==> config.mk <==
export PLATFORM = sky130hd
export DESIGN_NAME = asa_ram
export DESIGN_NICKNAME = d
export VERILOG_FILES = /design/src/rtl/averaged_spectrum_analyzer_defines.svh /design/src/rtl/asa_ram.sv
export SDC_FILE = /design/constraint.sdc
export NUM_CORES = 1
export LEC_CHECK = 0
export ABC_CLOCK_PERIOD_IN_PS = 2100
export BUFFER_PORTS_ARGS = -buffer_cell sky130_fd_sc_hd__buf_2
export CAP_MARGIN = 20
export CORE_AREA = 3 3 102 104
export CTS_BUF_LIST = sky130_fd_sc_hd__clkbuf_2 sky130_fd_sc_hd__clkbuf_4 sky130_fd_sc_hd__clkbuf_8
export CTS_CLUSTER_SIZE = 10
export DETAILED_ROUTE_END_ITERATION = 16
export DIE_AREA = 0 0 105 107
export PLACE_DENSITY = 0.77
export RECOVER_POWER = 50
export SLEW_MARGIN = 20
export SYNTH_ARGS = -nofsm -noshare
export SYNTH_HDL_FRONTEND = slang
export SYNTH_SLANG_ARGS = --single-unit
==> constraint.sdc <==
create_clock -name clk_i -period 2.1 [get_ports clk_i]
set_clock_uncertainty 0.2 [all_clocks]
set_input_delay 0 -clock clk_i [delete_from_list [all_inputs] [get_ports clk_i]]
set_output_delay 0 -clock clk_i [all_outputs]
set_load 0.05 [all_outputs]
==> src/rtl/averaged_spectrum_analyzer_defines.svh <==
// Assertion macros used by the analyser top level.
`ifndef AVERAGED_SPECTRUM_ANALYZER_DEFINES_SVH
`define AVERAGED_SPECTRUM_ANALYZER_DEFINES_SVH

// Same-cycle implication, disabled while reset is asserted.
`define ASA_ASSERT_IMP(label, clk, rst_n, ante, cons, msg) \
  label: assert property (@(posedge clk) disable iff (!rst_n) (ante) |-> (cons)) \
    else $error(msg);

// Next-cycle implication, disabled while reset is asserted.
`define ASA_ASSERT_NXT(label, clk, rst_n, ante, cons, msg) \
  label: assert property (@(posedge clk) disable iff (!rst_n) (ante) |=> (cons)) \
    else $error(msg);

`endif

==> src/rtl/asa_ram.sv <==
module asa_ram #(
  parameter int Width = 8,
  parameter int Depth = 16
) (
  input  logic                     clk_i,
  input  logic                     we_i,
  input  logic [$clog2(Depth)-1:0] waddr_i,
  input  logic [Width-1:0]         wdata_i,
  input  logic                     re_i,
  input  logic [$clog2(Depth)-1:0] raddr_i,
  output logic [Width-1:0]         rdata_o
);

  logic [Width-1:0] mem_q [Depth];
  logic [Width-1:0] rdata_q;

  always_ff @(posedge clk_i) begin
    if (we_i) begin
      mem_q[waddr_i] <= wdata_i;
    end
    if (re_i) begin
      rdata_q <= mem_q[raddr_i];
    end
  end

  assign rdata_o = rdata_q;

endmodule

* Word level (Yosys, flattened, before mapping) *
Memories as Yosys holds them, arrays and structs flattened. A register that Yosys moved wholly into a read port is not among the register bits.
Cells that the tools add are included.

operators by class
  add/subtract/negate cells = 0
  multipliers = 0
  div/mod/pow operators = 0
  $lt $le $gt $ge = 0
  equal/unequal tests = 0
  shift-type cells = 0
  multiplexer cells = 2
  bitwise logic cells = 0
  reductions and logical operators = 0

operators with widths
  kind               count
  1-bit two-way mux  2

storage, ports and cells
  register bits = 0
  bits in latches = 0
  RAM bits = 128
  memory bits (read-only) = 0
  input port bits = 19
  output and inout bits = 8
  word-level logic and storage cells = 3
  memories kept = 1

memories
  name   words  bits a word  rd ports  clocked after memory_dff  write ports  RTL line       text
  mem_q  16     8            1         1                         1            asa_ram.sv:14  logic [Width-1:0] mem_q [Depth];

* Logic depth before layout (Yosys ltp) *
Gate-level depths: netlist of run 1.

  depth in word-level cells = 2
  depth in mapped cells = 5
  depth with buffers taken out = 3

* Least setup slack after synthesis of run 1 *
OpenSTA, ideal clock, no wires.

  kind = in2reg
  start = in waddr_i[2]
  end = mem mem_q[0][0] (enable)
  library setup time = 0.383 ns
  data arrival time = 1.110 ns
  required time = 1.517 ns
  setup slack = 0.407 ns
  stages = 2
  path buffers = 0
  cells stage by stage = or3b_2 > nor3_1

RTL lines
  element      RTL line       text
  from (decl)  asa_ram.sv:7   input logic [$clog2(Depth)-1:0] waddr_i,
  to (decl)    asa_ram.sv:14

Straight into the memory's write port.

* Worst setup path after layout of run 1 *
  start = in waddr_i[1]
  end = mem mem_q[12][1] (enable)

Straight into the memory's write port.

==> results.ini, run 1 <==
[status]
outcome=finished clean

[min_path]
hp-class=primary input to flip-flop

[setup_path]
crit_path_max_fanout=8
cpPeakStageDelay_ns=0.56
worst_setup_path_end_kind=flip-flop
worst_ep_required_time_ns=2.02
crit_arrival_ns=1.64
path_cells=dlygate4sd3_1 -> clkbuf_1 -> nor3_1 -> dlygate4sd3_1 -> buf_4
crit_slowest_cell=dlygate4sd3_1
timing.critical_path.mode_cell=dlygate4sd3_1
crit_type=primary input to flip-flop
startpoint_type=primary input

[finish]
most-common-layout-cells=136 x edfxtp_1, 18 x mux4_2, 17 x clkbuf_8, 17 x buf_4
antennaDiodeCount=0
layout-drive-gt1-share_pct=27.7
syn_to_final_growth_pct=17.7
final_util_pct=63.8
layout_commonest_cell=edfxtp_1
fin_cells=444
fillers=668
final_nets=317
design_area_um2=6150

[place]
dpl-instance-area_um2=5620
pre_cts_ws_ns=0.225
place_congestion=0.755
dp.cells=399
portBuffers=26
dp_hpwl_mm=6.01

[clock_tree]
ctsResizeCount=0
clock_latency_ns=0.42
ctsHtreeMaxLevel=4
cts_root_buf=clkbuf_8
numCtsBuffers=17
clkTransAtPathRegs_ns=0.08
cts_tree=built
cts_max_path_buffers=2
clkSinkCount=136

[timing]
setup_violations=0
fin_ws_ns=0.386
relSlewSlack_pct=52.2
min_period_ns=1.71
fin_tns_setup_ns=0
fmax_ghz=0.584
fin_hold_ws_ns=0.0266
hold_viol=0
worstMarginPinSlew_ns=0.716
drv_slew=0
rsz0062_at_grt=false
period_share_pct=81.6

[synthesis]
avgSynthCellArea_um2=22.8
ys_ff_latch=136
synth_area_um2=5230
synth_cells=229
synth_nets=248
synth_seq_area_share_pct=78.1
synth.distinct_cells=18
yosys_warnings=0

[routing]
wl_met2_mm=5.06
dr.pass1.iters=4
wire_per_inst_um=21.6
wirelength_met1_mm=3.60
dr_wl_met3_um=822
ant_nets=0
drt_wl_total_mm=9.61
dr.max_layer_used=met4
via_per_inst=5.64
drc=0
num_vias=2505
drtIter0Drc=197

[floorplanning]
chipWidth_um=105
num_io_pins=27
dieArea_um2=11200
start_util_pct=54.2
core-area_um2=9640
fp-row-count=36
die_h_um=107

[run]
cap_viol_max_count=0

[global_routing]
grt_pass1_wl_mm=14.9
gr-total-overflow=0
grt_pass1_vias=2633
gr-usage-all-layers_pct=18.7
grt_max_degree=20
antenna_found_initial=0

[power]
power.leakage_nw=2.05
powerDensity_nw_per_um2=913
ir_worst_vdd_v=0.000509
power_mw=5.62

[routing by layer]
layer	GRT usage, %	vias up
met1	24.4	1263
met3	4.94	9
met4	7.22	0
li1	-	1121
met5	0	-
met2	30.4	112
[critical path: cells and delay by family]
family,cells,cell delay [ns]
buffers and inverters,4,1.44
and+or+nand+nor,1,0.20
[cells in the mapped netlist]
cell type        count  area share (%)
nand2b_1             2            0.24
nand3_1              1           0.096
nand2_1              9            0.65
a22oi_1             16             2.3
and2_1               1            0.12
nor3_1               4            0.38
and2b_1              1            0.14
mux4_1              14             7.0
nor2_1              13            0.93
mux4_2              18             7.8
buf_2                3            0.29
buf_4                1            0.14
or3b_2               1            0.17
buf_6                3            0.65
clkdlybuf4s25_2      3            0.57
edfxtp_1           136              78
nand3b_1             2            0.29
nor2b_1              1            0.12
[timing repair]
item | 4_1_cts | 5_1_grt
buffers inserted | 0 | 0
hold buffers | 13 | 0
endpoints found under the hold margin | 170 | 0
[state kept, by name, summed over array words and instances (netlist names)]
signal	count
rdata_o	8
mem_q	128
[path summary, 6_finish.rpt]
check	slack (ns)	depth (start not counted)	startpoint	endpoint
setup / recovery	0.39	5	waddr_i[1]	mem_q[12][1]
hold / removal	0.03	4	waddr_i[3]	mem_q[2][6]
setup reg to reg	0.39	3	mem_q[0][6]	rdata_o[6]
hold reg to reg	0.56	3	mem_q[6][3]	rdata_o[3]
[final cells by class]
type                            count  area (um2)  share of cell area [%]
Clock buffer                       19         249                    4.05
Multi-Input combinational cell     83        1060                    17.2
Tap cell                          133         166                    2.70
Clock inverter                     13         173                    2.81
Sequential cell                   136        4080                    66.4
Timing Repair Buffer               60         423                    6.87
[power by group]
part	internal, mW	switching (mW)
combinational	0.134	0.204
clock	1.21	0.993
sequential	3.06	0.0149
total	4.40	1.21
[cells by family (layout without fill, tap and decap cells)]
family          count (synthesis)  in the layout  share of synthesized area, %
flops                         136            136                          78.1
simple gates                   35             35                          3.14
mux                            32             32                          14.8
compound gates                 16             16                          2.30
buf+inv                        10             92                          1.65
No activity file was read; power rests on OpenSTA's default activity.
==> run 2, diff against run 1 <==
--- a/config.mk
+++ b/config.mk
@@ -5,7 +5,7 @@
 export SDC_FILE = /design/constraint.sdc
 export NUM_CORES = 1
 export LEC_CHECK = 0
-export ABC_CLOCK_PERIOD_IN_PS = 2100
+export ABC_CLOCK_PERIOD_IN_PS = 1750
 export BUFFER_PORTS_ARGS = -buffer_cell sky130_fd_sc_hd__buf_2
 export CAP_MARGIN = 20
 export CORE_AREA = 3 3 102 104
==> constraint.sdc (replaced) <==
create_clock -name clk_i -period 1.75 [get_ports clk_i]
set_clock_uncertainty 0.2 [all_clocks]
set_input_delay 0 -clock clk_i [delete_from_list [all_inputs] [get_ports clk_i]]
set_output_delay 0 -clock clk_i [all_outputs]
set_load 0.05 [all_outputs]
==> results.ini, run 2 (synthesized netlist as in run 1, its figures left out) <==
[global_routing]
grt_max_degree=33  ; +65%
grt_pass1_vias=2616  ; -0.65%
gr-total-overflow=0  ; unchanged
gr-usage-all-layers_pct=20.2  ; +1.6 points
antenna_found_initial=0  ; unchanged
grt_pass1_wl_mm=15.8  ; +6.1%

[timing]
min_period_ns=1.72
period_share_pct=98.2
relSlewSlack_pct=51.5  ; -0.66 points
drv_slew=0  ; unchanged
rsz0062_at_grt=false
hold_viol=0  ; unchanged
fin_hold_ws_ns=0.0336  ; +0.00703 ns
worstMarginPinSlew_ns=0.727  ; +0.0113 ns
fmax_ghz=0.582
setup_violations=0  ; unchanged

[power]
swShare_pct=21.6  ; about the same
power.leakage_nw=2.08  ; +1.3%
powerDensity_nw_per_um2=1080  ; +18%
clockPowerShare_pct=38.5  ; -0.8 points
p_switching_mw=1.44  ; +19%
seq_power_share_pct=55.1  ; +0.4 points
ir_worst_vdd_v=0.000648  ; +27%
p_int_mw=5.25  ; +19%
combPwrFrac_pct=6.4  ; +0.4 points

[floorplanning]
chipWidth_um=105  ; unchanged
core-area_um2=9640  ; unchanged
start_util_pct=54.2  ; unchanged
die_h_um=107  ; unchanged
fp-row-count=36  ; unchanged
num_io_pins=27  ; unchanged
dieArea_um2=11200  ; unchanged

[clock_tree]
cts_root_buf=clkbuf_8
cts_tree=built
clock_latency_ns=0.43  ; about the same
numCtsBuffers=17  ; unchanged
cts_max_path_buffers=2  ; unchanged
clkTransAtPathRegs_ns=0.07  ; about the same
clkSinkCount=136  ; unchanged
ctsHtreeMaxLevel=4  ; unchanged

[place]
portBuffers=26  ; unchanged
dp_hpwl_mm=6.15  ; +2.3%
place_congestion=0.746  ; -1.1%

[routing]
num_vias=2589  ; +3.4%
wire_per_inst_um=22.8  ; +5.2%
dr.pass1.iters=4  ; unchanged
drc=0  ; unchanged
drtIter0Drc=242  ; +23%
drt_wl_total_mm=10.2  ; +6.2%
via_per_inst=5.78  ; +2.4%
ant_nets=0  ; unchanged

[status]
outcome=finished clean

[run]
cap_viol_max_count=0  ; unchanged

[setup_path]
crit_type=primary input to flip-flop
crit_slowest_cell=dlygate4sd3_1
crit_family=buffers and inverters
worst_setup_path_end_kind=flip-flop
worst-path-buf-inv=4  ; unchanged
cpPeakStageDelay_ns=0.55  ; about the same
startpoint_type=primary input
timing.critical_path.mode_cell=dlygate4sd3_1
crit_arrival_ns=1.69  ; +0.05 ns
worst_ep_required_time_ns=1.72  ; -0.30 ns
path_cells=dlygate4sd3_1 -> buf_2 -> nor2_1 -> dlygate4sd3_1 -> buf_4 -> a22oi_1 -> nand2_1
crit_path_max_fanout=8  ; unchanged

[finish]
layout-drive-gt1-share_pct=29.5  ; +1.9 points
antennaDiodeCount=0  ; unchanged
largest-register=mem_q
most-common-layout-cells=136 x edfxtp_1, 19 x mux4_2, 18 x buf_4
layout_commonest_cell=edfxtp_1
final_util_pct=64.5  ; +0.69 points
largest_reg_flops=128  ; unchanged
final_nets=321  ; +1.3%
syn_to_final_growth_pct=19.0

[min_path]
hp-class=primary input to flip-flop

-- run 2: metal layers --
layer  up-vias  share of wire (%)  GRT usage, %
met3        19                4.8          4.94
met5         -                  0             0
met1      1338                 41          26.3
met2       103                 53          33.2
li1       1129                  -             -
met4         0                2.1          8.25
-- run 2: path summary, 6_finish.rpt --
path / startpoint / cells after the start / end / slack (ns)
max: raddr_i[3] / 7 / rdata_o[0] / 0.03
max reg2reg: mem_q[11][2] / 3 / rdata_o[2] / 0.07
min: waddr_i[2] / 4 / mem_q[14][2] / 0.03
min reg2reg: mem_q[4][7] / 3 / rdata_o[7] / 0.56
-- run 2: worst min-delay path, delay by kind of cell --
| family | cells | cell delay, ns |
|---|---|---|
| and+or+nand+nor | 2 | 0.18 |
| buffers and inverters | 2 | 0.30 |
-- run 2: layout make-up --
class	count	area (um2)
clock buffer	17	234
clock inverter	15	178
fill	646	3420
multi-input combinational	83	1080
sequential	136	4080
tap	133	166
timing repair buffer	64	478
-- run 2: power groups by stage --
stage          clock network, mW  registers (mW)  logic, mW
4_1_cts                     2.64            3.69      0.423
3_3_place_gp                   0            3.75      0.383
6_report                    2.58            3.69      0.427
2_1_floorplan                  0            3.81      0.185
5_1_grt                     2.81            3.69      0.459
3_5_place_dp                   0            3.76      0.395
-- run 2: repair_timing --
item | CTS | global route
hold buffers | 16 | 0
resized for setup | 0 | 6
setup endpoints to repair | 0 | 5
setup buffers | 0 | 0
hold endpoints to repair | 179 | 0
-- run 2: metrics by stage --
stage	cell area [um2]	setup slack (ns)	power [mW]	cells	setup TNS (ns)
floorplan	5230	0.0571	3.99	229	0
global placement	5640	0.0429	4.14	400	0
finish	6220	0.0320	6.70	448	0
CTS	6210	0.0322	6.75	448	0
detailed placement	5640	-0.00617	4.16	400	-0.00617
global route	6220	0.00225	6.96	448	0
