File: src/rtl/averaged_spectrum_analyzer_defines.svh
// Assertion macros used by the analyser top level.
`ifndef AVERAGED_SPECTRUM_ANALYZER_DEFINES_SVH
`define AVERAGED_SPECTRUM_ANALYZER_DEFINES_SVH

// Same-cycle implication, disabled while reset is asserted.
`define ASA_ASSERT_IMP(label, clk, rst_n, ante, cons, msg) \
  label: assert property (@(posedge clk) disable iff (!rst_n) (ante) |-> (cons)) \
    else $error(msg);

// Next-cycle implication, disabled while reset is asserted.
`define ASA_ASSERT_NXT(label, clk, rst_n, ante, cons, msg) \
  label: assert property (@(posedge clk) disable iff (!rst_n) (ante) |=> (cons)) \
    else $error(msg);

`endif

File: src/rtl/asa_pkg.sv
package asa_pkg;

  localparam int WinLen     = 128;
  localparam int WinLenM1   = WinLen - 1;
  localparam int LogLen     = $clog2(WinLen);
  localparam int HalfLen    = WinLen / 2;
  localparam int LogHalf    = LogLen - 1;
  localparam int StageW     = $clog2(LogLen);
  localparam int SampleBits = 16;
  localparam int InShift    = SampleBits - 6;
  localparam int FftW       = 32;
  localparam int SumW       = 56;
  localparam int DivW       = 58;
  localparam int DvsW       = 32;
  localparam int RootW      = DivW / 2;
  localparam int LevelW     = 13;
  localparam int FramesW    = 24;
  localparam int CountW     = FramesW + 1;
  localparam int WisW       = 18;
  localparam int CfgDataW   = 24;
  localparam int SigTypeW   = 2;
  localparam int ScaleShift = 52;

  localparam logic [63:0] Q30One   = 64'd1 << 30;
  localparam logic [63:0] TwoPiQ29 = 64'd3373259426;
  localparam logic [63:0] TwStep   = 64'd1 << (32 - LogLen);
  localparam logic [22:0] LevelK   = 23'd6313057;
  localparam int LevelMin = -2880;
  localparam int LevelMax = 768;
  localparam logic [DivW-1:0] MagFloor = DivW'(4);
  localparam logic [SigTypeW-1:0] SigSine = SigTypeW'(1);
  localparam logic [SigTypeW-1:0] SigTypeReset = SigTypeW'(1);
  localparam logic [FramesW-1:0] MeasFramesReset = FramesW'(48000);

  typedef enum logic [0:0] {
    CfgSignalType = 1'b0,
    CfgMeasFrames = 1'b1
  } cfg_idx_e;

  typedef enum logic [4:0] {
    StIdle, StWin,
    StBfRdB, StBfRdA, StBfMul0, StBfMul1, StBfMul2, StBfMul3, StBfTw, StBfWrA, StBfWrB,
    StMgRd, StMgSq0, StMgSq1, StMgRoot, StMgRootWait, StMgScLo, StMgScHi, StMgAcc, StCheck,
    StExRd, StExDiv, StExDivWait, StExLogWait, StExEnd
  } top_state_e;

  typedef enum logic [2:0] {
    LgIdle, LgNorm, LgSqr, LgMul, LgRnd
  } log_state_e;

  typedef logic [15:0] hann_rom_t [WinLen];
  typedef logic signed [FftW-1:0] tw_rom_t [HalfLen];

  // Returns {cos, sin} in Q30 for a phase in Q32 turns.
  function automatic logic [63:0] cos_sin_f(input logic [31:0] p);
    logic [63:0] r, a, x, x2, sn, cs, tmp;
    logic [31:0] co, si;
    r  = {34'd0, p[29:0]};
    a  = (r < (64'd1 << 29)) ? r : ((64'd1 << 30) - r);
    x  = (a * TwoPiQ29) >> 31;
    x2 = (x * x) >> 30;
    sn = Q30One;
    sn = Q30One - ((x2 * sn) >> 30) / 64'd72;
    sn = Q30One - ((x2 * sn) >> 30) / 64'd42;
    sn = Q30One - ((x2 * sn) >> 30) / 64'd20;
    sn = Q30One - ((x2 * sn) >> 30) / 64'd6;
    sn = (x * sn) >> 30;
    cs = Q30One;
    cs = Q30One - ((x2 * cs) >> 30) / 64'd90;
    cs = Q30One - ((x2 * cs) >> 30) / 64'd56;
    cs = Q30One - ((x2 * cs) >> 30) / 64'd30;
    cs = Q30One - ((x2 * cs) >> 30) / 64'd12;
    cs = Q30One - ((x2 * cs) >> 30) / 64'd2;
    if (r >= (64'd1 << 29)) begin
      tmp = sn;
      sn  = cs;
      cs  = tmp;
    end
    unique case (p[31:30])
      2'd0: begin
        co = cs[31:0];
        si = sn[31:0];
      end
      2'd1: begin
        co = -sn[31:0];
        si = cs[31:0];
      end
      2'd2: begin
        co = -cs[31:0];
        si = -sn[31:0];
      end
      2'd3: begin
        co = sn[31:0];
        si = -cs[31:0];
      end
    endcase
    return {co, si};
  endfunction

  function automatic logic [63:0] isqrt_f(input logic [63:0] v);
    logic [63:0] r, b, rem;
    r   = '0;
    rem = v;
    b   = 64'd1 << 62;
    while (b > rem) b = b >> 2;
    while (b != 0) begin
      if (rem >= r + b) begin
        rem = rem - (r + b);
        r   = (r >> 1) + b;
      end else begin
        r = r >> 1;
      end
      b = b >> 2;
    end
    return r;
  endfunction

  function automatic hann_rom_t hann_rom_f();
    hann_rom_t t;
    logic [63:0] ph, cw;
    logic signed [63:0] c;
    for (int i = 0; i < WinLen; i++) begin
      ph   = ((64'(i) << 32) / 64'(WinLenM1)) & 64'hFFFF_FFFF;
      cw   = cos_sin_f(ph[31:0]);
      c    = {{32{cw[63]}}, cw[63:32]};
      t[i] = 16'((Q30One - c + (64'd1 << 15)) >> 16);
    end
    return t;
  endfunction

  function automatic tw_rom_t tw_cos_f();
    tw_rom_t t;
    logic [63:0] cw;
    for (int i = 0; i < HalfLen; i++) begin
      cw   = cos_sin_f(32'(64'(i) * TwStep));
      t[i] = cw[63:32];
    end
    return t;
  endfunction

  function automatic tw_rom_t tw_sin_f();
    tw_rom_t t;
    logic [63:0] cw;
    for (int i = 0; i < HalfLen; i++) begin
      cw   = cos_sin_f(32'(64'(i) * TwStep));
      t[i] = cw[31:0];
    end
    return t;
  endfunction

  function automatic logic [DvsW-1:0] win_sum_f();
    hann_rom_t t;
    logic [63:0] s;
    t = hann_rom_f();
    s = '0;
    for (int i = 0; i < WinLen; i++) s = s + 64'(t[i]);
    return DvsW'(s);
  endfunction

  function automatic logic [DvsW-1:0] win_rms_f();
    hann_rom_t t;
    logic [63:0] s;
    t = hann_rom_f();
    s = '0;
    for (int i = 0; i < WinLen; i++) s = s + 64'(t[i]) * 64'(t[i]);
    return DvsW'(isqrt_f(s));
  endfunction

  // Rounded-up reciprocal, so that (x * recip) >> ScaleShift equals (x << s) / d exactly
  // for every root x.
  function automatic logic [63:0] recip_f(input logic [DvsW-1:0] d, input int s);
    logic [127:0] num;
    num = 128'd1 << (ScaleShift + s);
    return 64'((num + 128'(d) - 128'd1) / 128'(d));
  endfunction

  function automatic logic [LogLen-1:0] bitrev_f(input logic [LogLen-1:0] v);
    logic [LogLen-1:0] r;
    for (int b = 0; b < LogLen; b++) r[LogLen-1-b] = v[b];
    return r;
  endfunction

  localparam hann_rom_t HannRom = hann_rom_f();
  localparam tw_rom_t   TwCos   = tw_cos_f();
  localparam tw_rom_t   TwSin   = tw_sin_f();
  localparam logic [DvsW-1:0] WinSum = win_sum_f();
  localparam logic [DvsW-1:0] WinRms = win_rms_f();
  localparam logic [63:0] RecipSine = recip_f(WinSum, 28);
  localparam logic [63:0] RecipRms  = recip_f(WinRms, 29);

endpackage

File: src/rtl/asa_isqrt.sv
module asa_isqrt
  import asa_pkg::*;
(
  input  logic             clk_i,
  input  logic             rst_ni,
  input  logic             start_i,
  input  logic [DivW-1:0]  radicand_i,
  output logic             done_o,
  output logic [RootW-1:0] root_o
);

  logic            run_q, done_q;
  logic [DivW-1:0] v_q, r_q, bit_q, cand;

  // One result bit per cycle; the trial bit walks down two places a step.
  assign cand = r_q + bit_q;

  always_ff @(posedge clk_i or negedge rst_ni) begin
    if (!rst_ni) begin
      run_q  <= 1'b0;
      done_q <= 1'b0;
    end else begin
      done_q <= 1'b0;
      if (start_i) begin
        run_q <= 1'b1;
      end else if (run_q && bit_q[0]) begin
        run_q  <= 1'b0;
        done_q <= 1'b1;
      end
    end
  end

  always_ff @(posedge clk_i) begin
    if (start_i) begin
      v_q   <= radicand_i;
      r_q   <= '0;
      bit_q <= DivW'(1) << (DivW - 2);
    end else if (run_q) begin
      if (v_q >= cand) begin
        v_q <= v_q - cand;
        r_q <= (r_q >> 1) + bit_q;
      end else begin
        r_q <= r_q >> 1;
      end
      bit_q <= bit_q >> 2;
    end
  end

  assign done_o = done_q;
  assign root_o = r_q[RootW-1:0];

endmodule

File: config.mk
export PLATFORM = sky130hd
export DESIGN_NAME = asa_isqrt
export DESIGN_NICKNAME = d
export VERILOG_FILES = /design/src/rtl/averaged_spectrum_analyzer_defines.svh /design/src/rtl/asa_pkg.sv /design/src/rtl/asa_isqrt.sv
export SDC_FILE = /design/constraint.sdc
export NUM_CORES = 1
export LEC_CHECK = 0
export ABC_AREA = 1
export BUFFER_PORTS_ARGS = -buffer_cell sky130_fd_sc_hd__buf_2
export CORE_ASPECT_RATIO = 1.2
export CORE_MARGIN = 2
export CORE_UTILIZATION = 45
export DETAILED_ROUTE_END_ITERATION = 10
export GPL_TIMING_DRIVEN = 0
export PLACE_DENSITY = 0.68
export SLEW_MARGIN = 20
export SYNTH_ARGS = -nofsm -noshare
export SYNTH_HDL_FRONTEND = slang
export SYNTH_SLANG_ARGS = --single-unit
File: constraint.sdc
create_clock -name clk_i -period 9.5 [get_ports clk_i]
set_clock_uncertainty 0.05 [all_clocks]
set_input_delay 2.85 -clock clk_i [delete_from_list [all_inputs] [get_ports clk_i]]
set_output_delay 2.85 -clock clk_i [all_outputs]
set_load 0.02 [all_outputs]
## Word level (Yosys, flattened, before mapping)

Cells that the tools add are included.

| cells by class | value |
|---|---|
| multiplexer cells | 8 |
| $lt $le $gt $ge | 1 |
| reductions and logical operators | 5 |
| $add $sub $neg | 3 |

Operators by type and width:

| cell | number |
|---|---|
| 58-bit two-way mux | 4 |
| 57-bit by 57-bit adder with 58-bit output | 1 |
| 58-bit by 57-bit adder with 58-bit output | 1 |
| 58-bit >= comparator | 1 |
| 58-bit subtractor | 1 |
| 2-bit nonzero test | 3 |
| 1-bit two-way mux | 4 |
| 2-bit AND reduction | 1 |
| 1-bit logical AND | 1 |

| word-level totals | value |
|---|---|
| flip-flop bits (word level) | 147 |
| input port bits | 61 |
| output and inout port bits | 30 |

## Logic depth before layout (Yosys ltp)

| logic depth | value |
|---|---|
| depth in word-level cells | 5 |
| depth in mapped cells | 31 |
| depth with buffers taken out | 30 |

## Worst setup path before layout

No wires, ideal clock.

| timing | value |
|---|---|
| kind | input-to-reg |
| start point | input port start_i |
| end point | register v_q[0], enable pin |
| stages on the path | 4 |
| arrival time | 4.478 ns |
| setup time | 0.650 ns |
| data required time | 8.800 ns |
| path buffers | 2 |
| slack | 4.322 ns |
| path through | inv_1 -> clkbuf_1 -> clkbuf_1 -> nand2_1 |

| between the ends | value |
|---|---|
| cells in the longest elaborated chain, start to end | 2 |
| elaborated cells between the ends (all ways) | 3 |
| those cells by class | 3 x reduce/logical |

Ends and longest elaborated chain:

| item | RTL line | RTL |
|---|---|---|
| from (decl) | asa_isqrt.sv:6 | `input logic start_i,` |
| 2-bit nonzero test (no line) | -- |  |
| 2-bit AND reduction (no line) (*) | -- |  |
| to (signal assigned) | asa_isqrt.sv:35 | `v_q <= radicand_i;` |
| to (signal assigned) | asa_isqrt.sv:40 | `v_q <= v_q - cand;` |
| to (decl) | asa_isqrt.sv:13 | `logic [DivW-1:0] v_q, r_q, bit_q, cand;` |

Mark *: on every way between the ends. The rest lies on a longest branch, timed or not.
A chain may end at the register's enable or synchronous reset.

## Worst setup path after layout

| timing | value |
|---|---|
| start point | register bit_q[0] |
| end point | register v_q[19], enable pin |

| between the ends | value |
|---|---|
| cells in the longest elaborated chain, start to end | 4 |

Ends and longest elaborated chain:

| item | RTL line | RTL |
|---|---|---|
| from (decl) | asa_isqrt.sv:13 |  |
| from (signal assigned) | asa_isqrt.sv:37 | `bit_q <= DivW'(1) << (DivW - 2);` |
| from (signal assigned) | asa_isqrt.sv:45 | `bit_q <= bit_q >> 2;` |
| 58-bit by 57-bit adder with 58-bit output | asa_isqrt.sv:16 | `assign cand = r_q + bit_q;` |
| 58-bit >= comparator | asa_isqrt.sv:39 | `if (v_q >= cand) begin` |
| 2-bit nonzero test (no line) | -- |  |
| 2-bit AND reduction (no line) | -- |  |

No other way between the ends.

==> flow_metrics.env <==
export IMPL_status="finished, final reports clean"
export IMPL_cp_start_kind="flop"
export IMPL_synth_largest_area_cell="nand2_1"
export IMPL_die_w_um=185
export IMPL_final_common_cell="nand2_1"
export IMPL_clock_latency_ns=0.48
export IMPL_drive_gt1_frac=0.0746
export IMPL_ys_seq_area_frac=0.201
export IMPL_hold_viol_final=0
export IMPL_wl_mm=77.6
export IMPL_cts_buffers=17
export IMPL_synth_edf_count=58
export IMPL_power_leakage_nw=8.71
export IMPL_clkSinkCount=147
export IMPL_dpl_worst_slack_ns=3.74
export IMPL_dp_hpwl_mm=64.9
export IMPL_die_h_um=221
export IMPL_area_growth_pct=9.92
export IMPL_crit_top_cell="nand2_1"
export IMPL_rsz0062_at_grt="false"
export IMPL_grt_max_degree=38
export IMPL_drc=0
export IMPL_cp_required_ns=9.60
export IMPL_post_cts_resized=0
export IMPL_crit_path_end_kind="flop"
export IMPL_cpLargestDelayFamily="simple AND/OR/NAND/NOR gates"
export IMPL_antenna_found_initial=0
export IMPL_path_max_fanout=37
export IMPL_async_flop_share=0.0136
export IMPL_max_slew_margin=0.277
export IMPL_max_cap_violations=0
export IMPL_cts_hold_buf=0
export IMPL_cts_clk_slew_worst_paths_ns=0.08
export IMPL_synth_top_area_frac=0.200
export IMPL_post_route_period_util=0.630
export IMPL_die_area_mm2=0.0407
export IMPL_ant_nets=0
export IMPL_cp_arrival_ns=6.08
export IMPL_cts_root_buf="clkbuf_16"
export IMPL_coreArea_mm2=0.0386
export IMPL_setup_viol_count_final=0
export IMPL_ioPinCount=91
export IMPL_route_detailed_wl_per_inst_um=21.0
export IMPL_placed_cells=3671
export IMPL_synth_distinct_cells=49
export IMPL_place_gp_congestion=1.06
export IMPL_vias_per_cell=5.55
export IMPL_powerDensity_mw_per_mm2=287
export IMPL_drt_initial_drc_count=2054
export IMPL_synth_cells=3054
export IMPL_grtUsageTotal=0.382
export IMPL_fmax_mhz=167
export IMPL_dr_pass1_iters=6
export IMPL_max_stage_delay_ns=0.61
export IMPL_synthesis_area_mm2=0.0176
export IMPL_layout_cells_non_filler=3703
export IMPL_globalRoute_totalOverflow=0
export IMPL_power_mw=5.56
export IMPL_mostFrequentLayoutCells="nand2_1 (935), inv_1 (404), nor2_1 (355)"
export IMPL_fin_crit_ns=5.98
export IMPL_worstSetupPathType="flop to flop"
export IMPL_synth_area_leaders="nand2_1 (20%), dfxtp_1 (9.9%), edfxtp_1 (9.9%), inv_1 (8.6%), ha_1 (8.4%)"
export IMPL_crit_slowest_cell="o21ai_0"
export IMPL_finalMaxSlewViolations=0
export IMPL_grt_first_pass_wirelength_mm=115
export IMPL_initial_core_util=0.455
export IMPL_num_rows=79
export IMPL_vias=20500
export IMPL_ys_warn_count=0
export IMPL_ys_ff_latch=147
export IMPL_h_tree_depth=4
export IMPL_worstPathBufferInverterCount=3
export IMPL_synthFlopType="dfxtp_1"
export IMPL_min_path_type="flop to flop"
export IMPL_port_buffers=90
export IMPL_tightest_slew_ns=1.08
export IMPL_setup_tns_ns=0
export IMPL_grt_pass1_vias=19900
export IMPL_timing_hold_ws_ns=0.471
export IMPL_clockBufferDepth=2
export IMPL_diodes=0
export IMPL_fillers=4259
export IMPL_avgSynthCellArea_um2=5.76
export IMPL_cts_setup_buffers=0
export IMPL_fin_nets=3344
export IMPL_postSynthNetCount=3234
export IMPL_ir_drop_mv=0.166
export IMPL_setup_ws_ns=3.52
export IMPL_cts_tree="done"
==> metrics by stage <==
| stage | utilization | instance area, um^2 |
|---|---|---|
| finish | 0.501 | 19300 |
| detailed placement | 0.485 | 18700 |
| global placement | 0.484 | 18700 |
| CTS | 0.501 | 19300 |
| global route | 0.501 | 19300 |
| floorplan | - | 17600 |
==> per-layer routing <==
metal	vias to the layer above	share of wire	track usage
met5	-	0	0
met4	0	0.070	0.251
met3	217	0.056	0.0398
met2	842	0.50	0.695
met1	9416	0.38	0.422
li1	10100	-	-
==> worst paths after layout <==
check,start,endpoint,slack (ns),depth (start not counted)
min in group asynchronous,rst_ni,done_o,2.11,1
max in group asynchronous,rst_ni,run_q,7.19,1
worst min register to register,r_q[0],r_q[0],0.47,2
worst max-delay path,bit_q[0],v_q[19],3.52,26
worst max register to register,bit_q[0],v_q[19],3.52,26
worst min-delay path,r_q[0],r_q[0],0.47,2
==> sequential cells by signal (all words and copies together), names as in the netlist <==
register	cells
v_q	58
bit_q	29
run_q	1
r_q	58
done_o	1
==> cell families (layout without fill, tap and decap cells) <==
group	count (synthesis)	after routing	synth area share
buf+inv	517	640	0.122
flops	147	147	0.201
xor+xnor	80	80	0.0398
simple gates	1724	1724	0.412
fa+ha+maj	119	119	0.0850
compound gates	467	467	0.140
==> area by class of cell <==
type                    instances  area, um^2  area share
plain buffers                 102         596      0.0308
clock buffers                  17         425      0.0220
clock inverters                15         184     0.00951
inverters                     415        1560      0.0805
multi-input cells            2390       11900       0.616
flip-flops and latches        147        3530       0.183
well taps                     526         658      0.0340
repair buffers                 91         470      0.0243
==> power by group <==
| part | internal (mW) | total [mW] | switching (mW) |
|---|---|---|---|
| logic | 1.23 | 3.75 | 2.53 |
| registers | 0.925 | 1.09 | 0.160 |
| clock network | 0.356 | 0.718 | 0.363 |
==> worst min-delay path, cell delays in order (launching register included) <==
cell,delay [ns]
dfxtp_1,0.35
nand2_1,0.07
a21oi_1,0.06
==> cells in the mapped netlist (2+ instances only) <==
cell      instances
inv_1           404
o21bai_1         25
inv_2            10
nand2_1         936
buf_1             7
nand2_2          11
nand3_1         266
clkbuf_1         35
ha_1            118
and2_1            5
nor3_1           36
a21oi_1         224
clkbuf_2          4
o211ai_1          3
buf_2            15
nor2_1          355
edfxtp_1         58
dfxtp_1          87
o21ai_1          16
buf_4            32
o31ai_1           2
or2_2            20
xnor2_1          40
o21a_1            2
a31oi_1           6
buf_6             7
nor4_1            6
xor2_1           40
nand4_1          31
nor2_2            8
o22ai_1           4
a21o_1            8
nand3b_1         45
o21ai_0         172
dfrtp_1           2
Power figures use the tool's default switching activity.
