--- config.mk ---
export PLATFORM = sky130hd
export DESIGN_NAME = asa_div
export DESIGN_NICKNAME = d
export VERILOG_FILES = /design/src/rtl/averaged_spectrum_analyzer_defines.svh /design/src/rtl/asa_pkg.sv /design/src/rtl/asa_div.sv
export SDC_FILE = /design/constraint.sdc
export NUM_CORES = 1
export LEC_CHECK = 0
export BUFFER_PORTS_ARGS = -buffer_cell sky130_fd_sc_hd__buf_2
export CORE_AREA = 3 3 88 173
export CTS_CLUSTER_DIAMETER = 150
export DETAILED_ROUTE_END_ITERATION = 10
export DIE_AREA = 0 0 91 176
export PLACE_DENSITY = 0.76
export SYNTH_ARGS = -nofsm -noshare
export SYNTH_HDL_FRONTEND = slang
export SYNTH_SLANG_ARGS = --single-unit
--- constraint.sdc ---
create_clock -name clk_i -period 4 [get_ports clk_i]
set_clock_uncertainty 0.05 [all_clocks]
set_input_delay 0.8 -clock clk_i [delete_from_list [all_inputs] [get_ports clk_i]]
set_output_delay 0.8 -clock clk_i [all_outputs]
set_load 0.005 [all_outputs]
--- src/rtl/averaged_spectrum_analyzer_defines.svh ---
// Assertion macros used by the analyser top level.
`ifndef AVERAGED_SPECTRUM_ANALYZER_DEFINES_SVH
`define AVERAGED_SPECTRUM_ANALYZER_DEFINES_SVH

// Same-cycle implication, disabled while reset is asserted.
`define ASA_ASSERT_IMP(label, clk, rst_n, ante, cons, msg) \
  label: assert property (@(posedge clk) disable iff (!rst_n) (ante) |-> (cons)) \
    else $error(msg);

// Next-cycle implication, disabled while reset is asserted.
`define ASA_ASSERT_NXT(label, clk, rst_n, ante, cons, msg) \
  label: assert property (@(posedge clk) disable iff (!rst_n) (ante) |=> (cons)) \
    else $error(msg);

`endif

--- src/rtl/asa_pkg.sv ---
package asa_pkg;

  localparam int WinLen     = 128;
  localparam int WinLenM1   = WinLen - 1;
  localparam int LogLen     = $clog2(WinLen);
  localparam int HalfLen    = WinLen / 2;
  localparam int LogHalf    = LogLen - 1;
  localparam int StageW     = $clog2(LogLen);
  localparam int SampleBits = 16;
  localparam int InShift    = SampleBits - 6;
  localparam int FftW       = 32;
  localparam int SumW       = 56;
  localparam int DivW       = 58;
  localparam int DvsW       = 32;
  localparam int RootW      = DivW / 2;
  localparam int LevelW     = 13;
  localparam int FramesW    = 24;
  localparam int CountW     = FramesW + 1;
  localparam int WisW       = 18;
  localparam int CfgDataW   = 24;
  localparam int SigTypeW   = 2;
  localparam int ScaleShift = 52;

  localparam logic [63:0] Q30One   = 64'd1 << 30;
  localparam logic [63:0] TwoPiQ29 = 64'd3373259426;
  localparam logic [63:0] TwStep   = 64'd1 << (32 - LogLen);
  localparam logic [22:0] LevelK   = 23'd6313057;
  localparam int LevelMin = -2880;
  localparam int LevelMax = 768;
  localparam logic [DivW-1:0] MagFloor = DivW'(4);
  localparam logic [SigTypeW-1:0] SigSine = SigTypeW'(1);
  localparam logic [SigTypeW-1:0] SigTypeReset = SigTypeW'(1);
  localparam logic [FramesW-1:0] MeasFramesReset = FramesW'(48000);

  typedef enum logic [0:0] {
    CfgSignalType = 1'b0,
    CfgMeasFrames = 1'b1
  } cfg_idx_e;

  typedef enum logic [4:0] {
    StIdle, StWin,
    StBfRdB, StBfRdA, StBfMul0, StBfMul1, StBfMul2, StBfMul3, StBfTw, StBfWrA, StBfWrB,
    StMgRd, StMgSq0, StMgSq1, StMgRoot, StMgRootWait, StMgScLo, StMgScHi, StMgAcc, StCheck,
    StExRd, StExDiv, StExDivWait, StExLogWait, StExEnd
  } top_state_e;

  typedef enum logic [2:0] {
    LgIdle, LgNorm, LgSqr, LgMul, LgRnd
  } log_state_e;

  typedef logic [15:0] hann_rom_t [WinLen];
  typedef logic signed [FftW-1:0] tw_rom_t [HalfLen];

  // Returns {cos, sin} in Q30 for a phase in Q32 turns.
  function automatic logic [63:0] cos_sin_f(input logic [31:0] p);
    logic [63:0] r, a, x, x2, sn, cs, tmp;
    logic [31:0] co, si;
    r  = {34'd0, p[29:0]};
    a  = (r < (64'd1 << 29)) ? r : ((64'd1 << 30) - r);
    x  = (a * TwoPiQ29) >> 31;
    x2 = (x * x) >> 30;
    sn = Q30One;
    sn = Q30One - ((x2 * sn) >> 30) / 64'd72;
    sn = Q30One - ((x2 * sn) >> 30) / 64'd42;
    sn = Q30One - ((x2 * sn) >> 30) / 64'd20;
    sn = Q30One - ((x2 * sn) >> 30) / 64'd6;
    sn = (x * sn) >> 30;
    cs = Q30One;
    cs = Q30One - ((x2 * cs) >> 30) / 64'd90;
    cs = Q30One - ((x2 * cs) >> 30) / 64'd56;
    cs = Q30One - ((x2 * cs) >> 30) / 64'd30;
    cs = Q30One - ((x2 * cs) >> 30) / 64'd12;
    cs = Q30One - ((x2 * cs) >> 30) / 64'd2;
    if (r >= (64'd1 << 29)) begin
      tmp = sn;
      sn  = cs;
      cs  = tmp;
    end
    unique case (p[31:30])
      2'd0: begin
        co = cs[31:0];
        si = sn[31:0];
      end
      2'd1: begin
        co = -sn[31:0];
        si = cs[31:0];
      end
      2'd2: begin
        co = -cs[31:0];
        si = -sn[31:0];
      end
      2'd3: begin
        co = sn[31:0];
        si = -cs[31:0];
      end
    endcase
    return {co, si};
  endfunction

  function automatic logic [63:0] isqrt_f(input logic [63:0] v);
    logic [63:0] r, b, rem;
    r   = '0;
    rem = v;
    b   = 64'd1 << 62;
    while (b > rem) b = b >> 2;
    while (b != 0) begin
      if (rem >= r + b) begin
        rem = rem - (r + b);
        r   = (r >> 1) + b;
      end else begin
        r = r >> 1;
      end
      b = b >> 2;
    end
    return r;
  endfunction

  function automatic hann_rom_t hann_rom_f();
    hann_rom_t t;
    logic [63:0] ph, cw;
    logic signed [63:0] c;
    for (int i = 0; i < WinLen; i++) begin
      ph   = ((64'(i) << 32) / 64'(WinLenM1)) & 64'hFFFF_FFFF;
      cw   = cos_sin_f(ph[31:0]);
      c    = {{32{cw[63]}}, cw[63:32]};
      t[i] = 16'((Q30One - c + (64'd1 << 15)) >> 16);
    end
    return t;
  endfunction

  function automatic tw_rom_t tw_cos_f();
    tw_rom_t t;
    logic [63:0] cw;
    for (int i = 0; i < HalfLen; i++) begin
      cw   = cos_sin_f(32'(64'(i) * TwStep));
      t[i] = cw[63:32];
    end
    return t;
  endfunction

  function automatic tw_rom_t tw_sin_f();
    tw_rom_t t;
    logic [63:0] cw;
    for (int i = 0; i < HalfLen; i++) begin
      cw   = cos_sin_f(32'(64'(i) * TwStep));
      t[i] = cw[31:0];
    end
    return t;
  endfunction

  function automatic logic [DvsW-1:0] win_sum_f();
    hann_rom_t t;
    logic [63:0] s;
    t = hann_rom_f();
    s = '0;
    for (int i = 0; i < WinLen; i++) s = s + 64'(t[i]);
    return DvsW'(s);
  endfunction

  function automatic logic [DvsW-1:0] win_rms_f();
    hann_rom_t t;
    logic [63:0] s;
    t = hann_rom_f();
    s = '0;
    for (int i = 0; i < WinLen; i++) s = s + 64'(t[i]) * 64'(t[i]);
    return DvsW'(isqrt_f(s));
  endfunction

  // Rounded-up reciprocal, so that (x * recip) >> ScaleShift equals (x << s) / d exactly
  // for every root x.
  function automatic logic [63:0] recip_f(input logic [DvsW-1:0] d, input int s);
    logic [127:0] num;
    num = 128'd1 << (ScaleShift + s);
    return 64'((num + 128'(d) - 128'd1) / 128'(d));
  endfunction

  function automatic logic [LogLen-1:0] bitrev_f(input logic [LogLen-1:0] v);
    logic [LogLen-1:0] r;
    for (int b = 0; b < LogLen; b++) r[LogLen-1-b] = v[b];
    return r;
  endfunction

  localparam hann_rom_t HannRom = hann_rom_f();
  localparam tw_rom_t   TwCos   = tw_cos_f();
  localparam tw_rom_t   TwSin   = tw_sin_f();
  localparam logic [DvsW-1:0] WinSum = win_sum_f();
  localparam logic [DvsW-1:0] WinRms = win_rms_f();
  localparam logic [63:0] RecipSine = recip_f(WinSum, 28);
  localparam logic [63:0] RecipRms  = recip_f(WinRms, 29);

endpackage

--- src/rtl/asa_div.sv ---
module asa_div
  import asa_pkg::*;
(
  input  logic            clk_i,
  input  logic            rst_ni,
  input  logic            start_i,
  input  logic [DivW-1:0] dividend_i,
  input  logic [DvsW-1:0] divisor_i,
  output logic            done_o,
  output logic [DivW-1:0] quotient_o
);

  localparam int CntW = $clog2(DivW + 1);

  logic [CntW-1:0] cnt_q;
  logic            run_q, done_q;
  logic [DivW-1:0] quo_q;
  logic [DvsW-1:0] rem_q, dvs_q;
  logic [DvsW:0]   shifted;
  logic            fits;

  // Restoring division, one quotient bit per cycle.
  assign shifted = {rem_q, quo_q[DivW-1]};
  assign fits    = shifted >= {1'b0, dvs_q};

  always_ff @(posedge clk_i or negedge rst_ni) begin
    if (!rst_ni) begin
      run_q  <= 1'b0;
      done_q <= 1'b0;
      cnt_q  <= '0;
    end else begin
      done_q <= 1'b0;
      if (start_i) begin
        run_q <= 1'b1;
        cnt_q <= CntW'(DivW);
      end else if (run_q) begin
        cnt_q <= cnt_q - 1'b1;
        if (cnt_q == CntW'(1)) begin
          run_q  <= 1'b0;
          done_q <= 1'b1;
        end
      end
    end
  end

  always_ff @(posedge clk_i) begin
    if (start_i) begin
      quo_q <= dividend_i;
      rem_q <= '0;
      dvs_q <= divisor_i;
    end else if (run_q) begin
      quo_q <= {quo_q[DivW-2:0], fits};
      rem_q <= fits ? DvsW'(shifted - {1'b0, dvs_q}) : shifted[DvsW-1:0];
    end
  end

  assign done_o     = done_q;
  assign quotient_o = quo_q;

endmodule

== Word level (Yosys, flattened, before mapping) ==
Cells that the tools add are included.
Storage, ports and cells
  bits in registers: 130
  bits of input ports: 93
  output and inout bits: 59
  logic and storage cells: 22
Cells by class
  $add $sub $neg: 2
  order comparisons: 1
  equality and inequality tests: 1
  mux-type cells: 11
  reduce and logical (&&, ||, !) cells: 1
Operators by type and width (number)
  $mux 58: 2
  $ge 33x32->1: 1
  $mux 32: 1
  $sub 32x32->32: 1
  $mux 6: 2
  $eq 6x1->1 const B: 1
  $mux 1: 6
  $sub 6x1->6 const B: 1
  $reduce_bool 2->1: 1

== Depth between registers and ports, before layout ==
  word-level depth: 4
  depth in mapped cells: 13
  depth with buffers taken out: 11

== Worst setup path before layout ==
OpenSTA, ideal clock, no wires.
  path kind: register to register
  start point: register dvs_q[1]
  end point: register quo_q[0] (netlist: quotient_o[0]), data pin
  setup time: 0.260 ns
  arrival: 2.616 ns
  data required time: 3.690 ns
  slack: 1.074 ns
  cell stages (with the launch flop): 12
  buffers on the path: 2
  clock period less this slack: 2.926 ns
  cell sequence: edfxtp_1 > inv_1 > ha_1 > nor2b_1 > o31ai_1 > a2111oi_2 > o2111a_2 > o31ai_4 > o211ai_2 > buf_6 > buf_6 > mux2_2
On the way
  word-level cells in the longest chain between the ends: 3
RTL lines
  start: declaration: RTL line asa_div.sv:18  | logic [DvsW-1:0] rem_q, dvs_q;
  start signal: assignment: RTL line asa_div.sv:50  | dvs_q <= divisor_i;
  $ge 33x32->1: RTL line asa_div.sv:24  | assign fits = shifted >= {1'b0, dvs_q};
  $mux 58: RTL line asa_div.sv:51  | end else if (run_q) begin
  $mux 58: RTL line asa_div.sv:47  | if (start_i) begin
  end signal: assignment: RTL line asa_div.sv:48  | quo_q <= dividend_i;
  end signal: assignment: RTL line asa_div.sv:52  | quo_q <= {quo_q[DivW-2:0], fits};
  end: declaration: RTL line asa_div.sv:17  | logic [DivW-1:0] quo_q;
No other way between the ends. The select of a mux whose other input is x is not followed.
A chain may end at the register's enable or synchronous reset.

== Worst setup path after layout ==
  start point: register dvs_q[1]
  end point: register rem_q[6]
On the way
  word-level cells in the longest chain between the ends: 2
  elaborated cells on any way between the ends: 3
  those cells by class: 1 x add/sub; 1 x order compare; 1 x mux
RTL lines
  $sub 32x32->32 or $ge 33x32->1 (tied branches): RTL line asa_div.sv:53, asa_div.sv:24
  $mux 32 (*): RTL line asa_div.sv:53  | rem_q <= fits ? DvsW'(shifted - {1'b0, dvs_q}) : shifted[DvsW-1:0];
  end signal: assignment: RTL line asa_div.sv:53
  end: declaration: RTL line asa_div.sv:18
Every way passes the cells marked *; elsewhere a longest branch is shown, timed or not.

==> flow_metrics.py <==
metrics = {
    "synthesis": {
        "dominantRegCellSynth": "edfxtp_1",
        "netlist_area_um2": 7310,
        "async_reset_ff_share_pct": 6.15,
        "synth-edff-count": 90,
        "synth_cell_types": 65,
        "syn_nets": 790,
        "yosysSeqAreaShare_pct": 48.5,
        "ys_warn_count": 0,
        "synth-seq-cells": 130,
        "synth_cells": 662,
        "syn_avg_cell_area_um2": 11.0,
    },
    "grt": {
        "grt_pass1_vias": 6313,
        "grt_max_degree": 59,
        "antenna_found_initial": 0,
        "grt_use_total_pct": 24.3,
        "overflow": 0,
        "grt_pass1_wl_mm": 30.6,
    },
    "setup_path": {
        "crit_type": "reg2reg",
        "worst-path-max-fanout": 11,
        "critPathLaunchType": "register",
        "crit_path_end_kind": "register",
        "crit_required_ps": 4260,
        "arrival_ps": 3770,
    },
    "final_layout": {
        "nets": 939,
        "multiInputGateArea_um2": 3440,
        "diodes": 0,
        "areaGrowthSynthToFinish_pct": 20.3,
        "seq_area_um2": 3540,
        "stdcell_area_um2": 8790,
        "drive_gt1_share_pct": 32.2,
        "n_fill_cell": 1201,
    },
    "floorplan": {
        "fp.dieW_um": 91,
        "core_um2": 14000,
        "dieArea_um2": 16000,
        "ios": 152,
        "rows": 61,
        "dieHeight_um": 176,
        "start_util_pct": 52.0,
    },
    "detailed_routing": {
        "routed_wirelength_mm": 19.1,
        "first_pass_iters": 5,
        "vias": 5897,
        "wl_per_cell_um": 18.9,
        "drt_first_iter_violations": 309,
        "antenna_left": 0,
        "via_per_inst": 5.83,
        "remaining_drc_errors": 0,
    },
    "clock_network": {
        "cts_tree": "done",
        "clock-sinks": 130,
        "ctsHtreeMaxLevel": 4,
        "cts_max_path_buffers": 2,
        "post_cts_buffers": 0,
        "root_buffer": "clkbuf_16",
        "hold_buffers": 0,
        "clkTransAtPathRegs_ps": 60,
        "cts_buffers": 17,
        "clk_latency_ps": 410,
        "ctsResizeCount": 0,
    },
    "place": {
        "gp_congestion": 0.969,
        "numPortBuffers": 151,
        "placed_cell_area_um2": 8210,
        "hpwlAfterDp_mm": 14.4,
        "pre_cts_ws_ps": 495,
    },
    "sta": {
        "fmax_ghz": 0.285,
        "relSlewSlack_pct": 49.9,
        "final.min_clock_period_ps": 3510,
        "worst_pin_slew_ps": 752,
        "setup_tns_ps": 0,
        "setup_ws_ps": 487,
        "setup_viol_count_final": 0,
        "hold_violations": 0,
        "rsz0062_at_grt": "false",
        "finalCritPeriodShare_pct": 87.8,
        "slew_viol_final": 0,
    },
    "status": {
        "status": "completed",
    },
    "power_and_ir_drop": {
        "p_per_area_nw_per_um2": 615,
        "ir_drop_mv": 0.500,
        "leakagePower_nw": 3.78,
    },
    "hold_path": {
        "holdCritPathClass": "in2async",
    },
    "job": {
        "maxCapViolations": 0,
    },
}
worst max-delay path, stage by stage, from the launching register on:
cell       delay [ps]
edfxtp_1          420
inv_1              90
ha_1              230
nor2b_1           150
o31ai_1           460
a2111oi_2         170
o2111a_2          330
o31ai_4           390
o211ai_2          350
buf_4             330
mux2i_1           140
a211oi_1          290
cells in the mapped netlist (2+ instances only):
master | count | area [um^2]
a211oi_1 | 19 | 143
a21o_1 | 12 | 90.1
a21oi_1 | 26 | 130
a311oi_1 | 6 | 52.6
a311oi_2 | 3 | 45.0
a31oi_1 | 4 | 25.0
a32oi_1 | 6 | 52.6
and2_1 | 4 | 25.0
and3_1 | 2 | 12.5
buf_6 | 4 | 45.0
clkbuf_1 | 24 | 90.1
dfrtp_1 | 8 | 200
dfxtp_1 | 32 | 641
edfxtp_1 | 90 | 2700
ha_1 | 34 | 425
inv_1 | 44 | 165
mux2_2 | 58 | 653
mux2i_1 | 17 | 170
nand2_1 | 37 | 139
nand2b_1 | 8 | 50.1
nand3_1 | 18 | 90.1
nand4_1 | 8 | 50.1
nand4b_1 | 3 | 26.3
nor2_1 | 56 | 210
nor2b_1 | 4 | 25.0
nor3_1 | 11 | 55.1
o211ai_1 | 4 | 30.0
o21a_1 | 16 | 120
o21ai_0 | 21 | 105
o21ai_1 | 4 | 20.0
o21bai_1 | 7 | 52.6
o311ai_1 | 4 | 35.0
o31ai_1 | 5 | 37.5
or3_1 | 8 | 50.1
or3b_2 | 2 | 17.5
xnor2_1 | 15 | 131
xor2_1 | 10 | 87.6
registers in the layout, indices dropped and copies added (netlist names):
name	cells
cnt_q	6
done_o	1
dvs_q	32
quotient_o	58
rem_q	32
run_q	1
layer usage:
metal | part of all wire, % | vias up | global-route usage (%)
li1 | - | 2775 | -
met2 | 53 | 271 | 44.1
met5 | 0 | - | 0
met3 | 5.8 | 77 | 5.84
met4 | 6.1 | 0 | 16.4
met1 | 35 | 2774 | 24.0
final cells by class:
type / instances / area share [%]
clock buffer: 17 / 4.84
inverter: 44 / 1.88
clock inverter: 14 / 1.69
multi-input combinational: 458 / 39.2
sequential: 130 / 40.3
timing repair buffer: 160 / 9.40
tap: 189 / 2.69
final timing paths:
kind                            cells after the start                      to              startpoint  slack, ps
min in group clk_i                                  2  rem_q[31]$_SDFFE_PP0P_  rem_q[31]$_SDFFE_PP0P_        440
worst min register to register                      2  rem_q[31]$_SDFFE_PP0P_  rem_q[31]$_SDFFE_PP0P_        440
worst max-delay path                               11   rem_q[6]$_SDFFE_PP0P_      dvs_q[1]$_DFFE_PP_        490
max in group asynchronous                           1         run_q$_DFF_PN0_                  rst_ni       3560
worst max register to register                     11   rem_q[6]$_SDFFE_PP0P_      dvs_q[1]$_DFFE_PP_        490
worst min-delay path                                1    cnt_q[5]$_DFFE_PN0P_                  rst_ni        170
power breakdown:
part | internal [W] | total [W] | switching (W)
logic | 0.000855 | 0.00203 | 0.00117
registers | 0.00169 | 0.00186 | 0.000177
clock network | 0.000875 | 0.00151 | 0.000640
per-stage QoR:
step	hold slack, ps	util, %	std cells	total power [W]
after detailed placement	416	58.5	981	0.00388
after global placement	409	58.5	981	0.00382
after global routing	168	62.6	1012	0.00570
after floorplan	393	-	662	0.00335
after CTS	162	62.6	1012	0.00541
final	169	62.6	1012	0.00540
cell families (layout without fill, tap and decap cells):
kind of cell             after synthesis  after routing  synth area share, %
flip-flops                           130            130                 48.5
AO/OA/AOI/OAI                        155            155                 15.6
AND/OR/NAND/NOR                      168            168                 11.2
XOR/XNOR                              25             25                 3.00
buffers and inverters                 74            235                 4.38
multiplexers                          75             75                 11.3
adder cells (fa/ha/maj)               35             35                 6.10
cells in the final DEF (no fill, tap or decap), types with 19 or more instances in the layout:
| master | netlist | final |
|---|---|---|
| buf_2 | 1 | 150 |
| mux2_2 | 58 | 58 |
| nand2_1 | 37 | 37 |
| inv_1 | 44 | 43 |
| edfxtp_1 | 90 | 90 |
| ha_1 | 34 | 34 |
| nor2_1 | 56 | 56 |
| a21oi_1 | 26 | 26 |
| dfxtp_1 | 32 | 32 |
| a211oi_1 | 19 | 19 |
| o21ai_0 | 21 | 21 |
No activity file was read; power rests on OpenSTA's default activity.
